===== config.mk =====
export PLATFORM = sky130hd
export DESIGN_NAME = bitmap_set_engine_core
export DESIGN_NICKNAME = d
export VERILOG_FILES = /design/src/bse_pkg.sv /design/src/bse_ram.sv /design/src/bitmap_set_engine_core.sv
export VERILOG_INCLUDE_DIRS = /design/src /design/src/src
export SDC_FILE = /design/constraint.sdc
export NUM_CORES = 1
export LEC_CHECK = 0
export ABC_CLOCK_PERIOD_IN_PS = 3600
export BUFFER_PORTS_ARGS = -buffer_cell sky130_fd_sc_hd__buf_2
export CAP_MARGIN = 25
export CORE_AREA = 5 5 172 174
export DETAILED_ROUTE_END_ITERATION = 16
export DIE_AREA = 0 0 177 179
export PLACE_DENSITY = 0.87
export SLEW_MARGIN = 30
export SYNTH_ARGS = -nofsm -noshare
export SYNTH_HDL_FRONTEND = slang
export SYNTH_SLANG_ARGS = --single-unit

===== constraint.sdc =====
create_clock -name clk -period 3.6 [get_ports clk]
set_input_delay 0.54 -clock clk [delete_from_list [all_inputs] [get_ports clk]]
set_output_delay 0.54 -clock clk [all_outputs]
set_load 0.02 [all_outputs]

===== src/assert_macros.svh =====
// Assertion helpers used by bitmap_set_engine_core.
`ifndef ASSERT_MACROS_SVH
`define ASSERT_MACROS_SVH

// Property that must hold at every rising edge outside reset.
`define BSE_ASSERT(label, prop, msg) \
  label: assert property (@(posedge clk) disable iff (!rst_n) (prop)) else $error(msg);

// Condition that must never be seen at a rising edge outside reset.
`define BSE_NEVER(label, cond, msg) \
  label: assert property (@(posedge clk) disable iff (!rst_n) !(cond)) else $error(msg);

`endif


===== src/bse_pkg.sv =====
package bse_pkg;

  // Command codes of the input word.
  localparam logic [2:0] CMD_ADD       = 3'd0;
  localparam logic [2:0] CMD_REMOVE    = 3'd1;
  localparam logic [2:0] CMD_TEST      = 3'd2;
  localparam logic [2:0] CMD_FIND_FIRST = 3'd3;
  localparam logic [2:0] CMD_FIND_NEXT = 3'd4;
  localparam logic [2:0] CMD_COUNT     = 3'd5;

  // Status codes of the result word.
  localparam logic [2:0] ST_OK      = 3'd0;
  localparam logic [2:0] ST_PRESENT = 3'd1;
  localparam logic [2:0] ST_ABSENT  = 3'd2;
  localparam logic [2:0] ST_RANGE   = 3'd3;
  localparam logic [2:0] ST_NONE    = 3'd4;

  // Sequencer states.
  typedef enum logic [2:0] {
    S_CLEAR,
    S_IDLE,
    S_ISSUE,
    S_CHECK,
    S_SCAN,
    S_TRIM_RD,
    S_TRIM,
    S_POST
  } state_t;

endpackage


===== src/bse_ram.sv =====
module bse_ram
  #(parameter int WIDTH = 8,
    parameter int DEPTH = 32)
  (input  logic                                  clk,
   input  logic                                  wr_en,
   input  logic [(DEPTH > 1 ? $clog2(DEPTH) : 1)-1:0] wr_addr,
   input  logic [WIDTH-1:0]                      wr_data,
   input  logic [(DEPTH > 1 ? $clog2(DEPTH) : 1)-1:0] rd_addr,
   output logic [WIDTH-1:0]                      rd_data);

  logic [WIDTH-1:0] mem [DEPTH];

  // One write port and one registered read port.
  always_ff @(posedge clk) begin
    if (wr_en) begin
      mem[wr_addr] <= wr_data;
    end
    rd_data <= mem[rd_addr];
  end

endmodule


===== src/bitmap_set_engine_core.sv =====
// From accept to result: add and test pass S_ISSUE, S_CHECK and S_POST; remove goes on
// through S_TRIM_RD and S_TRIM, which cuts the length while the top word is zero (an absent
// ID goes from S_CHECK to S_POST); find first and find next read words in S_SCAN until a
// hit or the last word; count, out-of-range and no-op go straight to S_POST. Throughput:
// one word at a time; the next word is taken once the result is registered. Reset (rst_n low,
// synchronous) clears count and length; a clearing pass then zeroes the bitmap, in_stall high.
`include "assert_macros.svh"
module bitmap_set_engine_core
  import bse_pkg::*;
  #(parameter int MAX_IDS = 256,
    parameter int WORD_BITS = 8)
  (input  logic       clk,
   input  logic       rst_n,
   input  logic       in_valid,
   output logic       in_stall,
   input  logic [2:0] in_command,
   input  logic [7:0] in_item_id,
   output logic       out_valid,
   input  logic       out_stall,
   output logic [2:0] out_status,
   output logic       out_is_member,
   output logic [7:0] out_found_id,
   output logic [8:0] out_member_total,
   output logic [5:0] out_used_bytes);

  localparam int NUM_WORDS = (MAX_IDS + WORD_BITS - 1) / WORD_BITS;
  localparam int WA_W      = (NUM_WORDS > 1) ? $clog2(NUM_WORDS) : 1;
  localparam int LEN_W     = $clog2(NUM_WORDS + 1);
  localparam int POP_W     = $clog2(MAX_IDS + 1);
  localparam int ID_W      = $clog2(MAX_IDS);
  localparam int BIT_W     = $clog2(WORD_BITS);
  localparam int DIV_SH    = 18;
  localparam int RECIP     = ((1 << DIV_SH) + WORD_BITS - 1) / WORD_BITS;

  state_t            state_r, state_nxt;
  logic [WA_W-1:0]   clr_r, clr_nxt;
  logic [LEN_W-1:0]  used_r, used_nxt;
  logic [POP_W-1:0]  pop_r, pop_nxt;
  logic [2:0]        cmd_r, cmd_nxt;
  logic [8:0]        id_r, id_nxt;
  logic [WA_W-1:0]   word_r, word_nxt;
  logic [BIT_W-1:0]  bit_r, bit_nxt;
  logic [2:0]        status_r, status_nxt;
  logic              member_r, member_nxt;
  logic [ID_W-1:0]   found_r, found_nxt;

  logic              out_valid_r;
  logic [2:0]        out_status_r;
  logic              out_member_r;
  logic [7:0]        out_found_r;
  logic [8:0]        out_total_r;
  logic [5:0]        out_used_r;
  logic              post_load;

  logic                 wr_en;
  logic [WA_W-1:0]      wr_addr;
  logic [WORD_BITS-1:0] wr_data;
  logic [WA_W-1:0]      rd_addr;
  logic [WORD_BITS-1:0] rd_data;

  // Word index of an ID by multiplying with the reciprocal of the word width.
  logic [8:0]        div_in;
  logic [24:0]       div_prod;
  logic [WA_W-1:0]   div_quot;
  logic              id_ok;
  logic              next_ok;

  // Bit offset inside the addressed word.
  logic [15:0]       word_base;
  logic [BIT_W-1:0]  bit_off;

  // Lowest set bit of the current word at or above the start offset.
  logic [WORD_BITS-1:0] bit_sel;
  logic [WORD_BITS-1:0] scan_bits;
  logic [BIT_W-1:0]     low_idx;
  logic                 low_hit;
  logic [LEN_W-1:0]     used_dec;
  logic [LEN_W-1:0]     add_len;

  bse_ram #(.WIDTH(WORD_BITS), .DEPTH(NUM_WORDS)) u_bitmap_ram (
    .clk     (clk),
    .wr_en   (wr_en),
    .wr_addr (wr_addr),
    .wr_data (wr_data),
    .rd_addr (rd_addr),
    .rd_data (rd_data)
  );

  // Divider input: the start point of a search, or the ID itself.
  always_comb begin
    case (in_command)
      CMD_FIND_FIRST: div_in = 9'd0;
      CMD_FIND_NEXT:  div_in = 9'(in_item_id) + 9'd1;
      default:        div_in = 9'(in_item_id);
    endcase
    div_prod = 25'(div_in) * 25'(RECIP);
    div_quot = WA_W'(div_prod >> DIV_SH);
    id_ok    = (32'(in_item_id) < MAX_IDS);
    next_ok  = (32'(in_item_id) + 32'd1 < MAX_IDS);
  end

  always_comb begin
    word_base = 16'(word_r) * 16'(WORD_BITS);
    bit_off   = BIT_W'(16'(id_r) - word_base);
  end

  // Priority encoder over the masked word.
  always_comb begin
    bit_sel   = WORD_BITS'(1) << bit_r;
    scan_bits = rd_data & ({WORD_BITS{1'b1}} << bit_r);
    low_idx   = '0;
    low_hit   = 1'b0;
    for (int i = WORD_BITS - 1; i >= 0; i--) begin
      if (scan_bits[i]) begin
        low_idx = BIT_W'(i);
        low_hit = 1'b1;
      end
    end
    used_dec = used_r - LEN_W'(1);
    add_len  = LEN_W'(word_r) + LEN_W'(1);
  end

  // Sequencer: next state, memory accesses and result fields.
  always_comb begin
    state_nxt  = state_r;
    clr_nxt    = clr_r;
    used_nxt   = used_r;
    pop_nxt    = pop_r;
    cmd_nxt    = cmd_r;
    id_nxt     = id_r;
    word_nxt   = word_r;
    bit_nxt    = bit_r;
    status_nxt = status_r;
    member_nxt = member_r;
    found_nxt  = found_r;
    wr_en      = 1'b0;
    wr_addr    = word_r;
    wr_data    = '0;
    rd_addr    = word_r;
    post_load  = 1'b0;
    in_stall   = (state_r != S_IDLE);

    case (state_r)
      S_CLEAR: begin
        wr_en   = 1'b1;
        wr_addr = clr_r;
        if (clr_r == WA_W'(NUM_WORDS - 1)) begin
          state_nxt = S_IDLE;
        end else begin
          clr_nxt = clr_r + WA_W'(1);
        end
      end
      S_IDLE: begin
        if (in_valid) begin
          cmd_nxt    = in_command;
          id_nxt     = div_in;
          word_nxt   = div_quot;
          status_nxt = ST_OK;
          member_nxt = 1'b0;
          found_nxt  = '0;
          case (in_command)
            CMD_ADD, CMD_REMOVE, CMD_TEST: begin
              if (id_ok) begin
                state_nxt = S_ISSUE;
              end else begin
                status_nxt = ST_RANGE;
                state_nxt  = S_POST;
              end
            end
            CMD_FIND_FIRST: begin
              state_nxt = S_ISSUE;
            end
            CMD_FIND_NEXT: begin
              if (next_ok) begin
                state_nxt = S_ISSUE;
              end else begin
                status_nxt = ST_NONE;
                state_nxt  = S_POST;
              end
            end
            default: begin
              state_nxt = S_POST;
            end
          endcase
        end
      end
      S_ISSUE: begin
        // The read of word_r goes out here; the data arrives next cycle.
        bit_nxt = bit_off;
        if (cmd_r == CMD_FIND_FIRST || cmd_r == CMD_FIND_NEXT) begin
          state_nxt = S_SCAN;
        end else begin
          state_nxt = S_CHECK;
        end
      end
      S_CHECK: begin
        case (cmd_r)
          CMD_ADD: begin
            if ((rd_data & bit_sel) != '0) begin
              status_nxt = ST_PRESENT;
            end else begin
              wr_en   = 1'b1;
              wr_data = rd_data | bit_sel;
              pop_nxt = pop_r + POP_W'(1);
              if (add_len > used_r) begin
                used_nxt = add_len;
              end
            end
            state_nxt = S_POST;
          end
          CMD_REMOVE: begin
            if ((rd_data & bit_sel) == '0) begin
              status_nxt = ST_ABSENT;
              state_nxt  = S_POST;
            end else begin
              wr_en     = 1'b1;
              wr_data   = rd_data & ~bit_sel;
              pop_nxt   = pop_r - POP_W'(1);
              state_nxt = S_TRIM_RD;
            end
          end
          default: begin
            member_nxt = ((rd_data & bit_sel) != '0);
            state_nxt  = S_POST;
          end
        endcase
      end
      S_SCAN: begin
        if (low_hit) begin
          found_nxt = ID_W'(ID_W'(word_r) * ID_W'(WORD_BITS)) + ID_W'(low_idx);
          state_nxt = S_POST;
        end else if (word_r == WA_W'(NUM_WORDS - 1)) begin
          status_nxt = ST_NONE;
          state_nxt  = S_POST;
        end else begin
          word_nxt = word_r + WA_W'(1);
          bit_nxt  = '0;
          rd_addr  = word_r + WA_W'(1);
        end
      end
      S_TRIM_RD: begin
        // The write-back landed last cycle, so this read sees the new word.
        rd_addr   = WA_W'(used_dec);
        state_nxt = S_TRIM;
      end
      S_TRIM: begin
        if (rd_data == '0 && used_r != '0) begin
          used_nxt = used_dec;
          rd_addr  = WA_W'(used_dec - LEN_W'(1));
          if (used_dec == '0) begin
            state_nxt = S_POST;
          end
        end else begin
          state_nxt = S_POST;
        end
      end
      S_POST: begin
        if (!out_valid_r || !out_stall) begin
          post_load = 1'b1;
          state_nxt = S_IDLE;
        end
      end
      default: begin
        state_nxt = S_IDLE;
      end
    endcase
  end

  // Control state.
  always_ff @(posedge clk) begin
    if (!rst_n) begin
      state_r     <= S_CLEAR;
      clr_r       <= '0;
      used_r      <= '0;
      pop_r       <= '0;
      out_valid_r <= 1'b0;
    end else begin
      state_r <= state_nxt;
      clr_r   <= clr_nxt;
      used_r  <= used_nxt;
      pop_r   <= pop_nxt;
      if (post_load) begin
        out_valid_r <= 1'b1;
      end else if (!out_stall) begin
        out_valid_r <= 1'b0;
      end
    end
  end

  // Working fields and the output register.
  always_ff @(posedge clk) begin
    cmd_r    <= cmd_nxt;
    id_r     <= id_nxt;
    word_r   <= word_nxt;
    bit_r    <= bit_nxt;
    status_r <= status_nxt;
    member_r <= member_nxt;
    found_r  <= found_nxt;
    if (post_load) begin
      out_status_r <= status_r;
      out_member_r <= member_r;
      out_found_r  <= 8'(found_r);
      out_total_r  <= 9'(pop_r);
      out_used_r   <= 6'(used_r);
    end
  end

  assign out_valid        = out_valid_r;
  assign out_status       = out_status_r;
  assign out_is_member    = out_member_r;
  assign out_found_id     = out_found_r;
  assign out_member_total = out_total_r;
  assign out_used_bytes   = out_used_r;

  // An empty set has zero length and a nonempty one does not.
  `BSE_ASSERT(a_len_pop, (state_r == S_IDLE) |-> ((pop_r == '0) == (used_r == '0)), "length and count disagree")
  // The bitmap is written only by the clearing pass or a read-modify-write.
  `BSE_ASSERT(a_write_state, wr_en |-> (state_r == S_CLEAR || state_r == S_CHECK), "write outside update")
  // An accepted word always starts work and blocks the next one.
  `BSE_ASSERT(a_accept_busy, (in_valid && !in_stall) |=> (state_r != S_IDLE), "accept did not start work")
  // Length never exceeds the bitmap size.
  `BSE_NEVER(a_len_bound, 32'(used_r) > NUM_WORDS, "used length beyond bitmap")

endmodule

==> results.tsv <==
metric	value	unit
hpwl dp	23.4	mm
Routed WL per cell	21.4	µm
Synth Register Bits	341	
Clock Path Buffers	3	
Routed Antenna Nets	0	
Critical Path, Cell by Cell	inv_2 > ha_1 > or4b_4 > o211ai_4 > mux2_4 > o311a_1 > a21boi_4 > buf_12 > a21oi_1 > a22oi_1 > o22ai_1 > nor4_2	
pins over their slew limit	0	
area delta synth->final	15.6	%
H-tree depth	2	
CP startpoint kind	flip-flop	
die width	177	µm
largest net degree at the start of global routing	68	
Initial DRT Pass Iterations	10	
drt initial violations	1291	
ys async rst share	0	%
worst path arrival time	3.80	ns
CTS tree	built	
Post-Syn Area	15400	µm²
status	complete, no violations	
Leak	0.00650	µW
CP required	3.99	ns
Worst path max stage delay	0.49	ns
root buffer cell	clkbuf_16	
Syn Inst Count	1218	
IO Pins	44	
Reg clk slew, reported paths	0.06	ns
drt drc	0	
DIE HEIGHT	179	µm
share of cells above drive strength 1	17.5	%
full die area	31700	µm²
Least-Margin Pin Slew	0.828	ns
antenna violations before repair	1	
Initial Utilization	55.7	%
Buffers & Inverters on Critical Path	2	
Worst Hold Class	primary input to flip-flop	
diodes inserted	0	
most frequent cells in the layout	edfxtp_1 (309), nand2_1 (131), a21oi_1 (97)	
post-route cell area	17800	µm²
Post-synth EDFFs	309	
Setup CP Type	flip-flop to flip-flop	
Vias/cell	6.22	
overall power	8190	µW
clock sinks	341	
final critical-path share of the clock period	94.9	%
Primary FF master, synth	edfxtp_1	
Post-Route WL	36.9	mm
core footprint	27600	µm²
Max-Cap Viols	0	
syn nets	1256	
Slowest cell on crit path	or4b_4	
worst skew pair latency	0.54	ns
register area share after synthesis	64.4	%
row cnt	61	
Post-Place Cell Area	16500	µm²
total CTS buffers	35	
Syn. warnings	0	
Post-Syn Area per Cell	12.6	µm²
Congestion Overflow GR	0	
endpoints failing setup	0	
vias in the first global route	10500	
Setup WS post-layout	0.185	ns
Top delay family on crit path	compound AO/OA/AOI/OAI gates	
pre-CTS setup slack	0.0203	ns
setup_tns	0	ns
crit path time final	3.41	ns
Worst VDD drop	403	µV
fmax	293	MHz
# port buffers	43	
# nets final	1353	
critical path peak fanout	42	
Power Dens Cells	460	nW/µm²
Post-Layout Cell Count	1720	
RSZ-0062 raised after global routing	false	
placed cells	1649	
Worst Skew	0.0290	ns
relative slew slack	44.4	%
hold_buf cts	0	
Unique masters post-synth	80	
CP Capture Type	flip-flop	
commonest non-fill, non-tap cell in the layout	edfxtp_1	
final hold viol count	0	
Global Route Usage Sum	23.0	%
via count of the routed design	10700	
first-pass GRT wire length	57.0	mm
RD Place Congestion	0.947	
[worst register-to-register path, delay by kind of cell (launching register included)]
kind	cells	cell delay (ns)
buffers and inverters	2	0.37
and+or+nand+nor	2	0.86
adders and majority gates	1	0.14
DFF	1	0.36
AOI/OAI and AO/OA	6	1.18
muxes	1	0.35
[worst paths after layout]
kind	startpoint	to	slack, ns	cells after the start
worst max register to register	used_r[1]$_SDFFE_PN0P_	u_bitmap_ram.rd_data[0]$_DFF_P_	0.19	12
worst max-delay path	used_r[1]$_SDFFE_PN0P_	u_bitmap_ram.rd_data[0]$_DFF_P_	0.19	12
worst min-delay path	in_command[0]	cmd_r[0]$_DFFE_PP_	0.26	1
worst min register to register	found_r[6]$_SDFFCE_PN0P_	out_found_id[6]$_DFFE_PP_	0.42	0
[kinds of logic (layout without fill, tap and decap cells)]
logic type	after synthesis	count (layout)	share of synthesized area, %
flip-flops	341	341	64.4
AO/OA/AOI/OAI	317	317	13.6
buffers and inverters	96	220	2.95
adder cells (fa/ha/maj)	23	23	1.92
AND/OR/NAND/NOR	345	345	11.0
XOR/XNOR	20	20	1.14
multiplexers	76	76	4.97
[Yosys cell counts, drive strengths merged (3+ instances only)]
library cell / count / share of area [%]
and3: 10 / 0.41
buf: 30 / 1.3
mux2i: 75 / 4.9
nor2: 83 / 2.0
o22ai: 30 / 1.2
nor4: 14 / 0.98
a22oi: 63 / 3.3
o31ai: 3 / 0.15
ha: 22 / 1.8
o21ai: 48 / 1.6
edfxtp: 309 / 60
a211oi: 7 / 0.34
nand3b: 4 / 0.20
nand3: 19 / 0.62
a221oi: 3 / 0.21
or3: 8 / 0.33
a21boi: 11 / 0.56
or2: 3 / 0.12
a31oi: 9 / 0.37
a31o: 3 / 0.17
o211ai: 4 / 0.23
dfxtp: 32 / 4.2
o21a: 4 / 0.20
and2: 16 / 0.65
a221o: 3 / 0.20
a21o: 7 / 0.34
nand2: 131 / 3.2
xor2: 6 / 0.34
nand2b: 6 / 0.24
a21oi: 102 / 3.4
xnor2: 14 / 0.80
nor3b: 5 / 0.24
nor2b: 18 / 0.73
inv: 28 / 0.68
nor3: 16 / 0.55
clkbuf: 37 / 0.90
[timing repair]
action                                  CTS  global route
hold endpoints to repair                  0             0
endpoints found under the setup margin    1             9
resized for setup                         0             8
pin swaps                                 0             1
buffers inserted                          3             4
[through the flow]
| stage | util, % | hold slack [ns] |
|---|---|---|
| 6_report | 64.4 | 0.257 |
| 5_1_grt | 64.4 | 0.261 |
| 4_1_cts | 64.2 | 0.238 |
| 3_5_place_dp | 59.7 | 0.405 |
| 3_3_place_gp | 59.6 | 0.400 |
| 2_1_floorplan | - | 0.400 |
[sequential cells by signal, indices dropped and copies added, names as in the netlist]
name                  count
state_r                   3
out_status                3
out_valid                 1
found_r                   8
status_r                  3
out_member_total          9
out_found_id              8
id_r                      3
cmd_r                     3
out_is_member             1
word_r                    5
u_bitmap_ram.mem        256
u_bitmap_ram.rd_data      8
clr_r                     5
used_r                    6
pop_r                     9
out_used_bytes            6
member_r                  1
bit_r                     3
[final cells by class]
class	instances	area (µm²)
repair buffers	127	935
clock buffers	41	898
multi-input cells	781	5150
well taps	378	473
fillers	1906	9830
clock inverters	23	307
inverters	29	113
flip-flops and latches	341	9920
[metal layers]
metal  vias up  GRT usage (%)  routed length, µm
met1      5131           31.0              14300
met2       640           38.0              17900
li1       4805              -                  -
met5         -              0                  7
met4         2           9.32               1400
met3       119           3.56               3300
[where the power goes]
part	total, µW	internal [µW]	switching, µW
registers	4300	4290	13.5
logic	125	42.9	82.5
clock network	3760	2250	1510
No activity file was read; power rests on OpenSTA's default activity.
